### src/rtl/pfe_pkg.sv
package pfe_pkg;

  localparam int unsigned STACK_DEPTH = 8;
  localparam int unsigned PtrW        = (STACK_DEPTH > 1) ? $clog2(STACK_DEPTH) : 1;
  localparam int unsigned CntW        = $clog2(STACK_DEPTH + 1);
  localparam int unsigned DataW       = 32;
  localparam int unsigned TokW        = 8;
  localparam int unsigned NumVars     = 4;
  localparam int unsigned VarIdxW     = $clog2(NumVars);
  localparam int unsigned AddrW       = VarIdxW + 2;
  localparam int unsigned StepW       = $clog2(DataW);

  localparam logic [TokW-1:0] TOK_A     = 8'h41;
  localparam logic [TokW-1:0] TOK_D     = 8'h44;
  localparam logic [TokW-1:0] TOK_PLUS  = 8'h2B;
  localparam logic [TokW-1:0] TOK_MINUS = 8'h2D;
  localparam logic [TokW-1:0] TOK_MUL   = 8'h2A;
  localparam logic [TokW-1:0] TOK_DIV   = 8'h2F;

  typedef enum logic [1:0] {
    ST_OK        = 2'd0,
    ST_OVERFLOW  = 2'd1,
    ST_UNDERFLOW = 2'd2,
    ST_DIVZERO   = 2'd3
  } status_e;

  typedef struct packed {
    logic start;
    logic is_div;
  } alu_req_t;

  typedef struct packed {
    logic busy;
    logic done;
  } alu_stat_t;

endpackage

### src/rtl/pfe_alu.sv
module pfe_alu
  import pfe_pkg::*;
(
  input  logic             clk_i,
  input  logic             rst_ni,
  input  alu_req_t         req_i,
  input  logic [DataW-1:0] opa_i,
  input  logic [DataW-1:0] opb_i,
  output alu_stat_t        stat_o,
  output logic [DataW-1:0] result_o
);

  typedef enum logic [1:0] {
    A_IDLE,
    A_RUN,
    A_FIN
  } alu_state_e;

  alu_state_e       state_q, state_d;
  logic             done_q, done_d;
  logic [StepW-1:0] step_q, step_d;
  logic             is_div_q, is_div_d;
  logic             neg_q, neg_d;
  logic [DataW-1:0] opa_q, opa_d;
  logic [DataW-1:0] opb_q, opb_d;
  logic [DataW-1:0] acc_q, acc_d;
  logic [DataW-1:0] res_q, res_d;
  logic [DataW:0]   shifted;
  logic [DataW:0]   trial;

  assign shifted = {acc_q, opa_q[DataW-1]};
  assign trial   = shifted - {1'b0, opb_q};

  always_comb begin
    state_d  = state_q;
    done_d   = 1'b0;
    step_d   = step_q;
    is_div_d = is_div_q;
    neg_d    = neg_q;
    opa_d    = opa_q;
    opb_d    = opb_q;
    acc_d    = acc_q;
    res_d    = res_q;
    unique case (state_q)
      A_IDLE: begin
        if (req_i.start) begin
          is_div_d = req_i.is_div;
          step_d   = '0;
          acc_d    = '0;
          state_d  = A_RUN;
          if (req_i.is_div) begin
            neg_d = opa_i[DataW-1] ^ opb_i[DataW-1];
            opa_d = opa_i[DataW-1] ? (~opa_i + 1'b1) : opa_i;
            opb_d = opb_i[DataW-1] ? (~opb_i + 1'b1) : opb_i;
          end else begin
            neg_d = 1'b0;
            opa_d = opa_i;
            opb_d = opb_i;
          end
        end
      end
      A_RUN: begin
        if (is_div_q) begin
          if (!trial[DataW]) begin
            acc_d = trial[DataW-1:0];
            opa_d = {opa_q[DataW-2:0], 1'b1};
          end else begin
            acc_d = shifted[DataW-1:0];
            opa_d = {opa_q[DataW-2:0], 1'b0};
          end
        end else begin
          if (opb_q[0]) begin
            acc_d = acc_q + opa_q;
          end
          opa_d = {opa_q[DataW-2:0], 1'b0};
          opb_d = {1'b0, opb_q[DataW-1:1]};
        end
        step_d = step_q + 1'b1;
        if (step_q == StepW'(DataW - 1)) begin
          state_d = A_FIN;
        end
      end
      A_FIN: begin
        if (is_div_q) begin
          res_d = neg_q ? (~opa_q + 1'b1) : opa_q;
        end else begin
          res_d = acc_q;
        end
        done_d  = 1'b1;
        state_d = A_IDLE;
      end
      default: state_d = A_IDLE;
    endcase
  end

  always_ff @(posedge clk_i or negedge rst_ni) begin
    if (!rst_ni) begin
      state_q <= A_IDLE;
      done_q  <= 1'b0;
    end else begin
      state_q <= state_d;
      done_q  <= done_d;
    end
  end

  always_ff @(posedge clk_i) begin
    step_q   <= step_d;
    is_div_q <= is_div_d;
    neg_q    <= neg_d;
    opa_q    <= opa_d;
    opb_q    <= opb_d;
    acc_q    <= acc_d;
    res_q    <= res_d;
  end

  assign stat_o.busy = (state_q != A_IDLE);
  assign stat_o.done = done_q;
  assign result_o    = res_q;

endmodule

### src/rtl/postfix_expression_evaluator.sv
// An operand token A to D is pushed without popping; +, - and other discarding
// bytes pop two operands, and * and / are bounded by the 32-step shared multiply
// and divide unit; a zero divisor skips the unit.
// A final token pops the result before the result transfer is offered, also
// on an empty stack, after any wait for the previous result to be taken.
// Tokens are taken one at a time.
// Reset: rst_ni is asynchronous and active low; it empties the stack and
// clears the status and the variable registers.
module postfix_expression_evaluator
  import pfe_pkg::*;
(
  input  logic             clk_i,
  input  logic             rst_ni,
  input  logic             s_axis_tvalid,
  output logic             s_axis_tready,
  input  logic [7:0]       s_axis_tdata,   // [7:0] token_char
  input  logic             s_axis_tlast,
  output logic             m_axis_tvalid,
  input  logic             m_axis_tready,
  output logic [31:0]      m_axis_tdata,   // [31:0] result_value
  output logic [1:0]       m_axis_tuser,   // [1:0] status_code
  input  logic             psel,
  input  logic             penable,
  input  logic             pwrite,
  input  logic [AddrW-1:0] paddr,
  input  logic [31:0]      pwdata,
  output logic [31:0]      prdata,
  output logic             pready
);

  typedef enum logic [3:0] {
    S_IDLE,
    S_POP_R,
    S_GET_R,
    S_POP_L,
    S_GET_L,
    S_OP,
    S_WAIT,
    S_PUSH,
    S_FIN_POP,
    S_FIN_GET,
    S_EMIT
  } state_e;

  state_e           state_q, state_d;
  logic [CntW-1:0]  cnt_q, cnt_d;
  status_e          sticky_q, sticky_d;
  logic             out_valid_q, out_valid_d;
  logic [DataW-1:0] out_data_q, out_data_d;
  status_e          out_stat_q, out_stat_d;
  logic [TokW-1:0]  tok_q, tok_d;
  logic             last_q, last_d;
  logic [DataW-1:0] right_q, right_d;
  logic [DataW-1:0] left_q, left_d;
  logic [DataW-1:0] res_q, res_d;
  logic [DataW-1:0] var_q [NumVars];

  logic [DataW-1:0] stack_mem [STACK_DEPTH];
  logic [DataW-1:0] rd_q;
  logic             mem_we;
  logic [CntW-1:0]  cnt_m1;
  logic [TokW-1:0]  tok_off;
  logic             in_xfer;
  logic             cfg_we;

  alu_req_t         alu_req;
  alu_stat_t        alu_stat;
  logic [DataW-1:0] alu_res;

  assign pready  = 1'b1;
  assign cfg_we  = psel & penable & pwrite & pready;
  assign prdata  = var_q[paddr[AddrW-1:2]];

  always_ff @(posedge clk_i or negedge rst_ni) begin
    if (!rst_ni) begin
      for (int i = 0; i < NumVars; i++) begin
        var_q[i] <= '0;
      end
    end else if (cfg_we) begin
      var_q[paddr[AddrW-1:2]] <= pwdata;
    end
  end

  assign cnt_m1        = cnt_q - 1'b1;
  assign tok_off       = s_axis_tdata - TOK_A;
  assign s_axis_tready = (state_q == S_IDLE);
  assign in_xfer       = s_axis_tvalid & s_axis_tready;

  always_ff @(posedge clk_i) begin
    if (mem_we) begin
      stack_mem[cnt_q[PtrW-1:0]] <= res_q;
    end
    rd_q <= stack_mem[cnt_m1[PtrW-1:0]];
  end

  pfe_alu u_alu (
    .clk_i    (clk_i),
    .rst_ni   (rst_ni),
    .req_i    (alu_req),
    .opa_i    (left_q),
    .opb_i    (right_q),
    .stat_o   (alu_stat),
    .result_o (alu_res)
  );

  always_comb begin
    state_d     = state_q;
    cnt_d       = cnt_q;
    sticky_d    = sticky_q;
    out_valid_d = out_valid_q;
    out_data_d  = out_data_q;
    out_stat_d  = out_stat_q;
    tok_d       = tok_q;
    last_d      = last_q;
    right_d     = right_q;
    left_d      = left_q;
    res_d       = res_q;
    mem_we      = 1'b0;
    alu_req     = '0;

    if (out_valid_q && m_axis_tready) begin
      out_valid_d = 1'b0;
    end

    unique case (state_q)
      S_IDLE: begin
        if (in_xfer) begin
          tok_d  = s_axis_tdata;
          last_d = s_axis_tlast;
          if (s_axis_tdata >= TOK_A && s_axis_tdata <= TOK_D) begin
            res_d   = var_q[tok_off[VarIdxW-1:0]];
            state_d = S_PUSH;
          end else begin
            state_d = S_POP_R;
          end
        end
      end
      S_POP_R: begin
        if (cnt_q == '0) begin
          if (sticky_q == ST_OK) sticky_d = ST_UNDERFLOW;
          right_d = '0;
          state_d = S_POP_L;
        end else begin
          cnt_d   = cnt_m1;
          state_d = S_GET_R;
        end
      end
      S_GET_R: begin
        right_d = rd_q;
        state_d = S_POP_L;
      end
      S_POP_L: begin
        if (cnt_q == '0) begin
          if (sticky_q == ST_OK) sticky_d = ST_UNDERFLOW;
          left_d  = '0;
          state_d = S_OP;
        end else begin
          cnt_d   = cnt_m1;
          state_d = S_GET_L;
        end
      end
      S_GET_L: begin
        left_d  = rd_q;
        state_d = S_OP;
      end
      S_OP: begin
        case (tok_q)
          TOK_PLUS: begin
            res_d   = left_q + right_q;
            state_d = S_PUSH;
          end
          TOK_MINUS: begin
            res_d   = left_q - right_q;
            state_d = S_PUSH;
          end
          TOK_MUL: begin
            alu_req.start  = 1'b1;
            alu_req.is_div = 1'b0;
            state_d        = S_WAIT;
          end
          TOK_DIV: begin
            if (right_q == '0) begin
              if (sticky_q == ST_OK) sticky_d = ST_DIVZERO;
              res_d   = '0;
              state_d = S_PUSH;
            end else begin
              alu_req.start  = 1'b1;
              alu_req.is_div = 1'b1;
              state_d        = S_WAIT;
            end
          end
          default: state_d = last_q ? S_FIN_POP : S_IDLE;
        endcase
      end
      S_WAIT: begin
        if (alu_stat.done) begin
          res_d   = alu_res;
          state_d = S_PUSH;
        end
      end
      S_PUSH: begin
        if (cnt_q == CntW'(STACK_DEPTH)) begin
          if (sticky_q == ST_OK) sticky_d = ST_OVERFLOW;
        end else begin
          mem_we = 1'b1;
          cnt_d  = cnt_q + 1'b1;
        end
        state_d = last_q ? S_FIN_POP : S_IDLE;
      end
      S_FIN_POP: begin
        if (cnt_q == '0) begin
          if (sticky_q == ST_OK) sticky_d = ST_UNDERFLOW;
          res_d   = '0;
          state_d = S_EMIT;
        end else begin
          cnt_d   = cnt_m1;
          state_d = S_FIN_GET;
        end
      end
      S_FIN_GET: begin
        res_d   = rd_q;
        state_d = S_EMIT;
      end
      S_EMIT: begin
        if (!out_valid_q || m_axis_tready) begin
          out_valid_d = 1'b1;
          out_data_d  = res_q;
          out_stat_d  = sticky_q;
          cnt_d       = '0;
          sticky_d    = ST_OK;
          state_d     = S_IDLE;
        end
      end
      default: state_d = S_IDLE;
    endcase
  end

  always_ff @(posedge clk_i or negedge rst_ni) begin
    if (!rst_ni) begin
      state_q     <= S_IDLE;
      cnt_q       <= '0;
      sticky_q    <= ST_OK;
      out_valid_q <= 1'b0;
    end else begin
      state_q     <= state_d;
      cnt_q       <= cnt_d;
      sticky_q    <= sticky_d;
      out_valid_q <= out_valid_d;
    end
  end

  always_ff @(posedge clk_i) begin
    out_data_q <= out_data_d;
    out_stat_q <= out_stat_d;
    tok_q      <= tok_d;
    last_q     <= last_d;
    right_q    <= right_d;
    left_q     <= left_d;
    res_q      <= res_d;
  end

  assign m_axis_tvalid = out_valid_q;
  assign m_axis_tdata  = out_data_q;
  assign m_axis_tuser  = out_stat_q;

`ifndef ASSERT_OFF
  a_count_bound: assert property (@(posedge clk_i) disable iff (!rst_ni)
    cnt_q <= CntW'(STACK_DEPTH))
    else $error("stack count exceeds depth");

  a_ready_alu_idle: assert property (@(posedge clk_i) disable iff (!rst_ni)
    s_axis_tready |-> !alu_stat.busy)
    else $error("input ready while the arithmetic unit is busy");

  a_emit_origin: assert property (@(posedge clk_i) disable iff (!rst_ni)
    $rose(out_valid_q) |-> $past(state_q == S_EMIT))
    else $error("result presented outside the emit step");
`endif

endmodule
### config.mk
export PLATFORM = sky130hd
export DESIGN_NAME = postfix_expression_evaluator
export DESIGN_NICKNAME = d
export VERILOG_FILES = /design/src/rtl/pfe_pkg.sv /design/src/rtl/pfe_alu.sv /design/src/rtl/postfix_expression_evaluator.sv
export SDC_FILE = /design/constraint.sdc
export NUM_CORES = 1
export LEC_CHECK = 0
export BUFFER_PORTS_ARGS = -buffer_cell sky130_fd_sc_hd__buf_2
export CORE_MARGIN = 3
export CORE_UTILIZATION = 42
export DETAILED_ROUTE_END_ITERATION = 8
export GPL_ROUTABILITY_DRIVEN = 1
export PLACE_DENSITY_LB_ADDON = 0.2
export SLEW_MARGIN = 20
export SYNTH_ARGS = -nofsm -noshare
export SYNTH_HDL_FRONTEND = slang
export SYNTH_SLANG_ARGS = --single-unit
### constraint.sdc
create_clock -name clk_i -period 5.65 [get_ports clk_i]
set_input_delay 1.13 -clock clk_i [delete_from_list [all_inputs] [get_ports clk_i]]
set_output_delay 1.13 -clock clk_i [all_outputs]
set_load 0.005 [all_outputs]
==> results of run 1 <==
[synthesized netlist by cell type, types with 25 or more instances]
cell | n | share of area, %
nor3_1 | 48 | 0.67
nor2_1 | 210 | 2.2
mux4_2 | 128 | 8.1
a21o_1 | 51 | 1.1
edfxtp_1 | 530 | 45
a21oi_1 | 150 | 2.1
nand2_1 | 178 | 1.9
xor2_1 | 95 | 2.3
clkbuf_1 | 105 | 1.1
inv_1 | 73 | 0.77
ha_1 | 106 | 3.7
and3_1 | 47 | 0.82
mux2_2 | 165 | 5.2
xnor2_1 | 93 | 2.3
nand2b_1 | 34 | 0.60
dfxtp_1 | 32 | 1.8
and2_1 | 45 | 0.79
nand3_1 | 25 | 0.35
o21ai_0 | 154 | 2.2
dfrtp_1 | 142 | 10
[routing by layer]
metal | share of wire (%) | vias to the layer above | global-route usage [%]
met5 | 0.0085 | - | 0
met4 | 2.4 | 2 | 5.99
met3 | 5.3 | 127 | 3.04
met2 | 48 | 668 | 34.9
met1 | 44 | 11600 | 29.1
li1 | - | 10700 | -
[state kept, by name, indices dropped and copies added, names as in the netlist, 32 cells and up]
register	cells
var_q	128
rd_q	32
right_q	32
u_alu.opb_q	32
res_q	32
m_axis_tdata	32
u_alu.result_o	32
u_alu.opa_q	32
stack_mem	256
left_q	32
u_alu.acc_q	32
[cell families after synthesis]
kind of cell / Yosys count
flip-flops: 704
XOR/XNOR: 189
other: 1
AND/OR/NAND/NOR: 684
multiplexers: 315
AO/OA/AOI/OAI: 549
buffers and inverters: 205
adder cells (fa/ha/maj): 109
[what timing repair did]
| item | in CTS | in global routing |
|---|---|---|
| setup endpoints to repair | 0 | 1 |
| resized for setup | 0 | 1 |
| hold buffers | 0 | 0 |
[metrics by stage]
step,area [um2],hold WS (ps),utilization (%),worst slack (ps)
after floorplan,35600,442,-,408
after global placement,37700,476,45.0,471
after detailed placement,37700,472,45.0,499
after CTS,40200,497,48.0,422
after global routing,40200,520,48.0,24.4
final,40200,494,48.0,506
[worst paths after layout]
kind / endpoint / cells past startpoint / start
worst max-delay path: res_q[24]$_DFFE_PP_ / 23 / right_q[0]$_SDFFCE_PN0P_
worst min-delay path: state_q[2]$_DFFE_PN0P_ / 1 / u_alu.done_q$_DFF_PN0_
worst max register to register: res_q[24]$_DFFE_PP_ / 23 / right_q[0]$_SDFFCE_PN0P_
worst min register to register: state_q[2]$_DFFE_PN0P_ / 1 / u_alu.done_q$_DFF_PN0_
max in group asynchronous: u_alu.state_q[1]$_DFFE_PN0P_ / 2 / rst_ni
min in group asynchronous: var_q[80]$_DFFE_PN0P_ / 1 / rst_ni
[power by group through the flow]
| stage | clock, mW | sequential, mW | combinational, mW |
|---|---|---|---|
| 2_1_floorplan | 0 | 5.92 | 0.452 |
| 3_3_place_gp | 0 | 5.94 | 0.686 |
| 3_5_place_dp | 0 | 5.98 | 0.707 |
| 4_1_cts | 5.07 | 5.87 | 0.711 |
| 5_1_grt | 5.29 | 5.90 | 0.736 |
| 6_report | 4.96 | 5.88 | 0.693 |
[cell type report]
cell class                 instances  area, um2
clock inverter                    44        453
tap                             1134       1420
clock buffer                      99       2070
timing repair buffer             166        987
multi-input combinational       1847      14900
fill                            7439      43600
inverter                          73        274
sequential                       704      20100
[critical path: stages, from the launching register on]
cell and delay [ps]:
edfxtp_1 410, inv_1 110, ha_1 200, nor3b_1 360, nand2_1 160, nor3_2 220, nand2_1 140, nor3_1 220
buf_4 160, nor2_1 40, xnor2_1 140, ha_1 360, and3_1 210, and2_1 150, nand4_1 100, a211oi_1 350
nor3_1 160, o41ai_1 340, buf_4 200, a211o_1 120, o21ai_0 90, xnor2_1 140, a222oi_1 340, a21oi_1 110
==> impl_metrics.ini, run 1 <==
[logic_synthesis]
synthCells = 2756
synth_compound_area_share_pct = 9.72
synth_seq_cells = 704
yosysSeqAreaShare_pct = 56.4
synth_xor_area_share_pct = 4.67
synth_flop_cell = edfxtp_1
synth_edf_count = 530
synth_area_per_cell_um2 = 12.9
synth.distinct_cells = 73
synthesis.area_um2 = 35600
yosysWarnings = 0
synthSimpleGateAreaFrac_pct = 9.18
synthesis.nets = 2917
synthArstFlopShare_pct = 20.2
yosys.area_share.adder_pct = 3.89
muxShareOfSynthArea_pct = 13.9
synth_top_family_by_area = multiplexers

[worst_setup_path]
arrival_ps = 5480
path_class = register to register
crit_path_max_fanout = 4
r2r_setup_slack_ps = 510
cp.required_ps = 5980
critPathLaunchType = register
end_kind = register

[flow_run]
maxCapViolations = 0

[global_route]
grt_usage_pct = 21.1
gr-total-overflow = 0
grt_antenna_before_repair = 1
grt_pass1_wl_um = 144000
grt_max_degree = 119
grt_pass1_vias = 23400

[place]
dp_hpwl_um = 65800
portBuffers = 117
gp_congestion = 0.922
dp.cells = 3924

[clock_tree]
cts_tree = yes
post-cts-setup-buffers = 0
clock_sinks = 704
clock_path_buffers = 3
insertion_delay_ps = 650
htreeDepth = 3
numCtsBuffers = 78
clk_pin_slew_ps = 60
clockRootBuffer = clkbuf_16

[sta]
max-slew-margin-rel_pct = 29.0
min_period_ps = 5140
clock-skew-final_ps = 37.5
tns_ps = 0
worstMarginPinSlew_ps = 1060
setup_violations = 0
maxSlewViolCount = 0
hold_viol_final = 0
fin_crit_sh_pct = 91.1
rsz0062_at_grt = false
max_freq_ghz = 0.194

[layout]
mostFrequentLayoutCells = edfxtp_1 (530), nor2_1 (201), nand2_1 (178), mux2_2 (165), o21ai_0 (154)
final_common_cell = edfxtp_1
drive_gt1_share_pct = 20.9
finalNetCount = 3031
instances_no_fill = 4067
num_antenna_cells = 0
area_delta_synth_final_pct = 12.9

[floorplan]
fp.dieH_um = 297
pin_count = 121
core_area_um2 = 83800
rows = 106
start_util_pct = 42.5
dieArea_um2 = 88400
die_w_um = 297

[pwr]
worst_ir_drop_vdd_mv = 0.238
switchingPower_mw = 2.58
seqPwrFrac_pct = 51.0
powerDensity_nw_per_um2 = 287
netSwitchingFraction_pct = 22.4
p_int_mw = 8.95
comb_power_share_pct = 6.0
p_total_mw = 11.5
power_frac_clock_pct = 43.0
p_leak_nw = 13.9

[route]
finalWirelength_um = 94500
via_count = 23000
drt-initial-drc-count = 2240
first_pass_iters = 7
wl_per_cell_um = 23.2
drtAntennaViolNets = 0
drc = 0
vias_per_cell = 5.66

[status]
status = finished clean

[hold_path]
hold_class = register to register
No activity file was read; power rests on OpenSTA's default activity.
==> inputs of run 2 (changes only) <==
- CORE_ASPECT_RATIO: not set -> 0.6
==> run 2 against run 1 <==
Clock skew shrank 15 ps. Critical path depth shrank 4. Largest cell class unchanged. Die area rose by 0.13%. Clock-buffer cell count down 5. Sequential power about the same. Critical endpoint is now res_q[26]$_DFFE_PP_. Clock power is 6.7% lower. Power is 2.6% lower. Flip-flop and latch count stayed put.
==> impl_metrics.ini, run 2 (synthesized netlist as in run 1, its figures left out) <==
[hold_path]
worst_hold_startpoint = var_q[80]$_DFFE_PN0P_
hold_class = register to register
min_to = var_q[80]$_DFFE_PN0P_
whs_path_depth = 1

[layout]
final_common_cell = edfxtp_1
mostFrequentLayoutCells = edfxtp_1 (530), nor2_1 (201), nand2_1 (178), mux2_2 (165), o21ai_0 (154)
drive_gt1_share_pct = 20.9
area_delta_synth_final_pct = 12.1
finalNetCount = 3022
largest_register_ffs = 256
instances_no_fill = 4052
nFillCells = 7395

[place]
dp.cells = 3925
gp_congestion = 0.910
dp_hpwl_um = 69300
portBuffers = 117

[sta]
maxSlewViolCount = 0
rsz0062_at_grt = false
setup_violations = 0
tns_ps = 0
timing.hold.ws_ps = 525
fin_crit_sh_pct = 93.8
min_period_ps = 5300
hold_viol_final = 0
worstMarginPinSlew_ps = 1110
max-slew-margin-rel_pct = 26.3
max_freq_ghz = 0.189
clock-skew-final_ps = 22.5

[worst_setup_path]
ff2ff_path_depth = 19
reg2reg_to = res_q[26]$_DFFE_PP_
r2r_setup_slack_ps = 350
cp.required_ps = 6010
regToRegStartpoint = right_q[1]$_SDFFCE_PN0P_
crit_path_max_fanout = 5
path_class = register to register
arrival_ps = 5660
critPathLaunchType = register
end_kind = register

[floorplan]
fp.dieH_um = 232
pin_count = 121
dieArea_um2 = 88500
rows = 82
die_w_um = 382
core_area_um2 = 83800
start_util_pct = 42.5

[route]
drt-initial-drc-count = 2594
wl_per_cell_um = 24.3
first_pass_iters = 9
finalWirelength_um = 98500
drc = 0
drtAntennaViolNets = 0
via_count = 23800
vias_per_cell = 5.87

[clock_tree]
post-cts-setup-buffers = 0
cts_resized = 0
cts_tree = yes
clock_sinks = 704
clockRootBuffer = clkbuf_16
insertion_delay_ps = 650
clk_pin_slew_ps = 70
hold_buffers = 0
clock_path_buffers = 3
htreeDepth = 3
numCtsBuffers = 67

[status]
status = finished clean

[global_route]
gr-total-overflow = 0
grt_pass1_vias = 23400
grt_antenna_before_repair = 7
grt_usage_pct = 22.3
grt_pass1_wl_um = 149000
grt_max_degree = 104

[flow_run]
maxCapViolations = 0

[pwr]
p_leak_nw = 13.7
powerDensity_nw_per_um2 = 281
worst_ir_drop_vdd_mv = 0.203
## run 2: area by class of cell
cell class,instances,area [um2],area share (%)
flip-flops and latches,704,20100,50.3
multi-input cells,1847,14900,37.4
clock buffers,94,1860,4.65
well taps,1134,1420,3.55
repair buffers,168,1010,2.52
clock inverters,29,354,0.886
inverters,73,274,0.686
diodes,3,7.51,0.0188
## run 2: worst max-delay path by stage
stage,to,depth (start not counted),slack [ps],start
finish,res_q[26]$_DFFE_PP_,19,350,right_q[1]$_SDFFCE_PN0P_
global route,res_q[24]$_DFFE_PP_,20,40,tok_q[4]$_DFFE_PP_
CTS,res_q[26]$_DFFE_PP_,22,360,right_q[0]$_SDFFCE_PN0P_
detailed placement,res_q[26]$_DFFE_PP_,22,390,right_q[0]$_SDFFCE_PN0P_
global placement,res_q[27]$_DFFE_PP_,23,470,right_q[0]$_SDFFCE_PN0P_
floorplan,res_q[0]$_DFFE_PP_,9,410,s_axis_tdata[0]
## run 2: worst max-delay path: stages (launching register included)
cell and delay, ps:
edfxtp_1 420, nor3_1 350, nand2_1 230, nor3_1 360
nand3_1 220, nor4b_1 510, nor2_1 100, xnor2_1 150
ha_1 350, a21o_1 200, a21o_1 170, a21oi_1 220
nand2_1 100, nor3_2 250, o41ai_1 130, buf_4 170
a21boi_0 290, nor2b_1 80, o311ai_0 550, a21oi_1 160
## run 2: routing by layer
metal  share of wire (%)  up-vias  track usage (%)  wire [um]
met2                  41      828             30.8      40500
met5               0.045        -                0         44
li1                    -    10700                -          -
met3                 7.9      122             4.63       7770
met1                  49    12100             35.6      48600
met4                 1.6        8             4.89       1560
## run 2: where the power goes
group          switching [mW]  internal (mW)  leakage [nW]  total (mW)
combinational           0.315          0.413          6.46       0.729
clock                    2.06           2.57          1.08        4.63
sequential              0.156           5.71          6.20        5.87
## run 2: stage by stage
| step | setup WS [ps] | instance area, um2 | util (%) | total power [mW] |
|---|---|---|---|---|
| after floorplan | 408 | 35600 | - | 6.37 |
| after global placement | 466 | 37700 | 45.0 | 6.65 |
| after detailed placement | 387 | 37700 | 45.0 | 6.70 |
| after CTS | 357 | 39900 | 47.6 | 11.3 |
| after global routing | 38.4 | 40000 | 47.7 | 11.6 |
| final | 353 | 40000 | 47.7 | 11.2 |
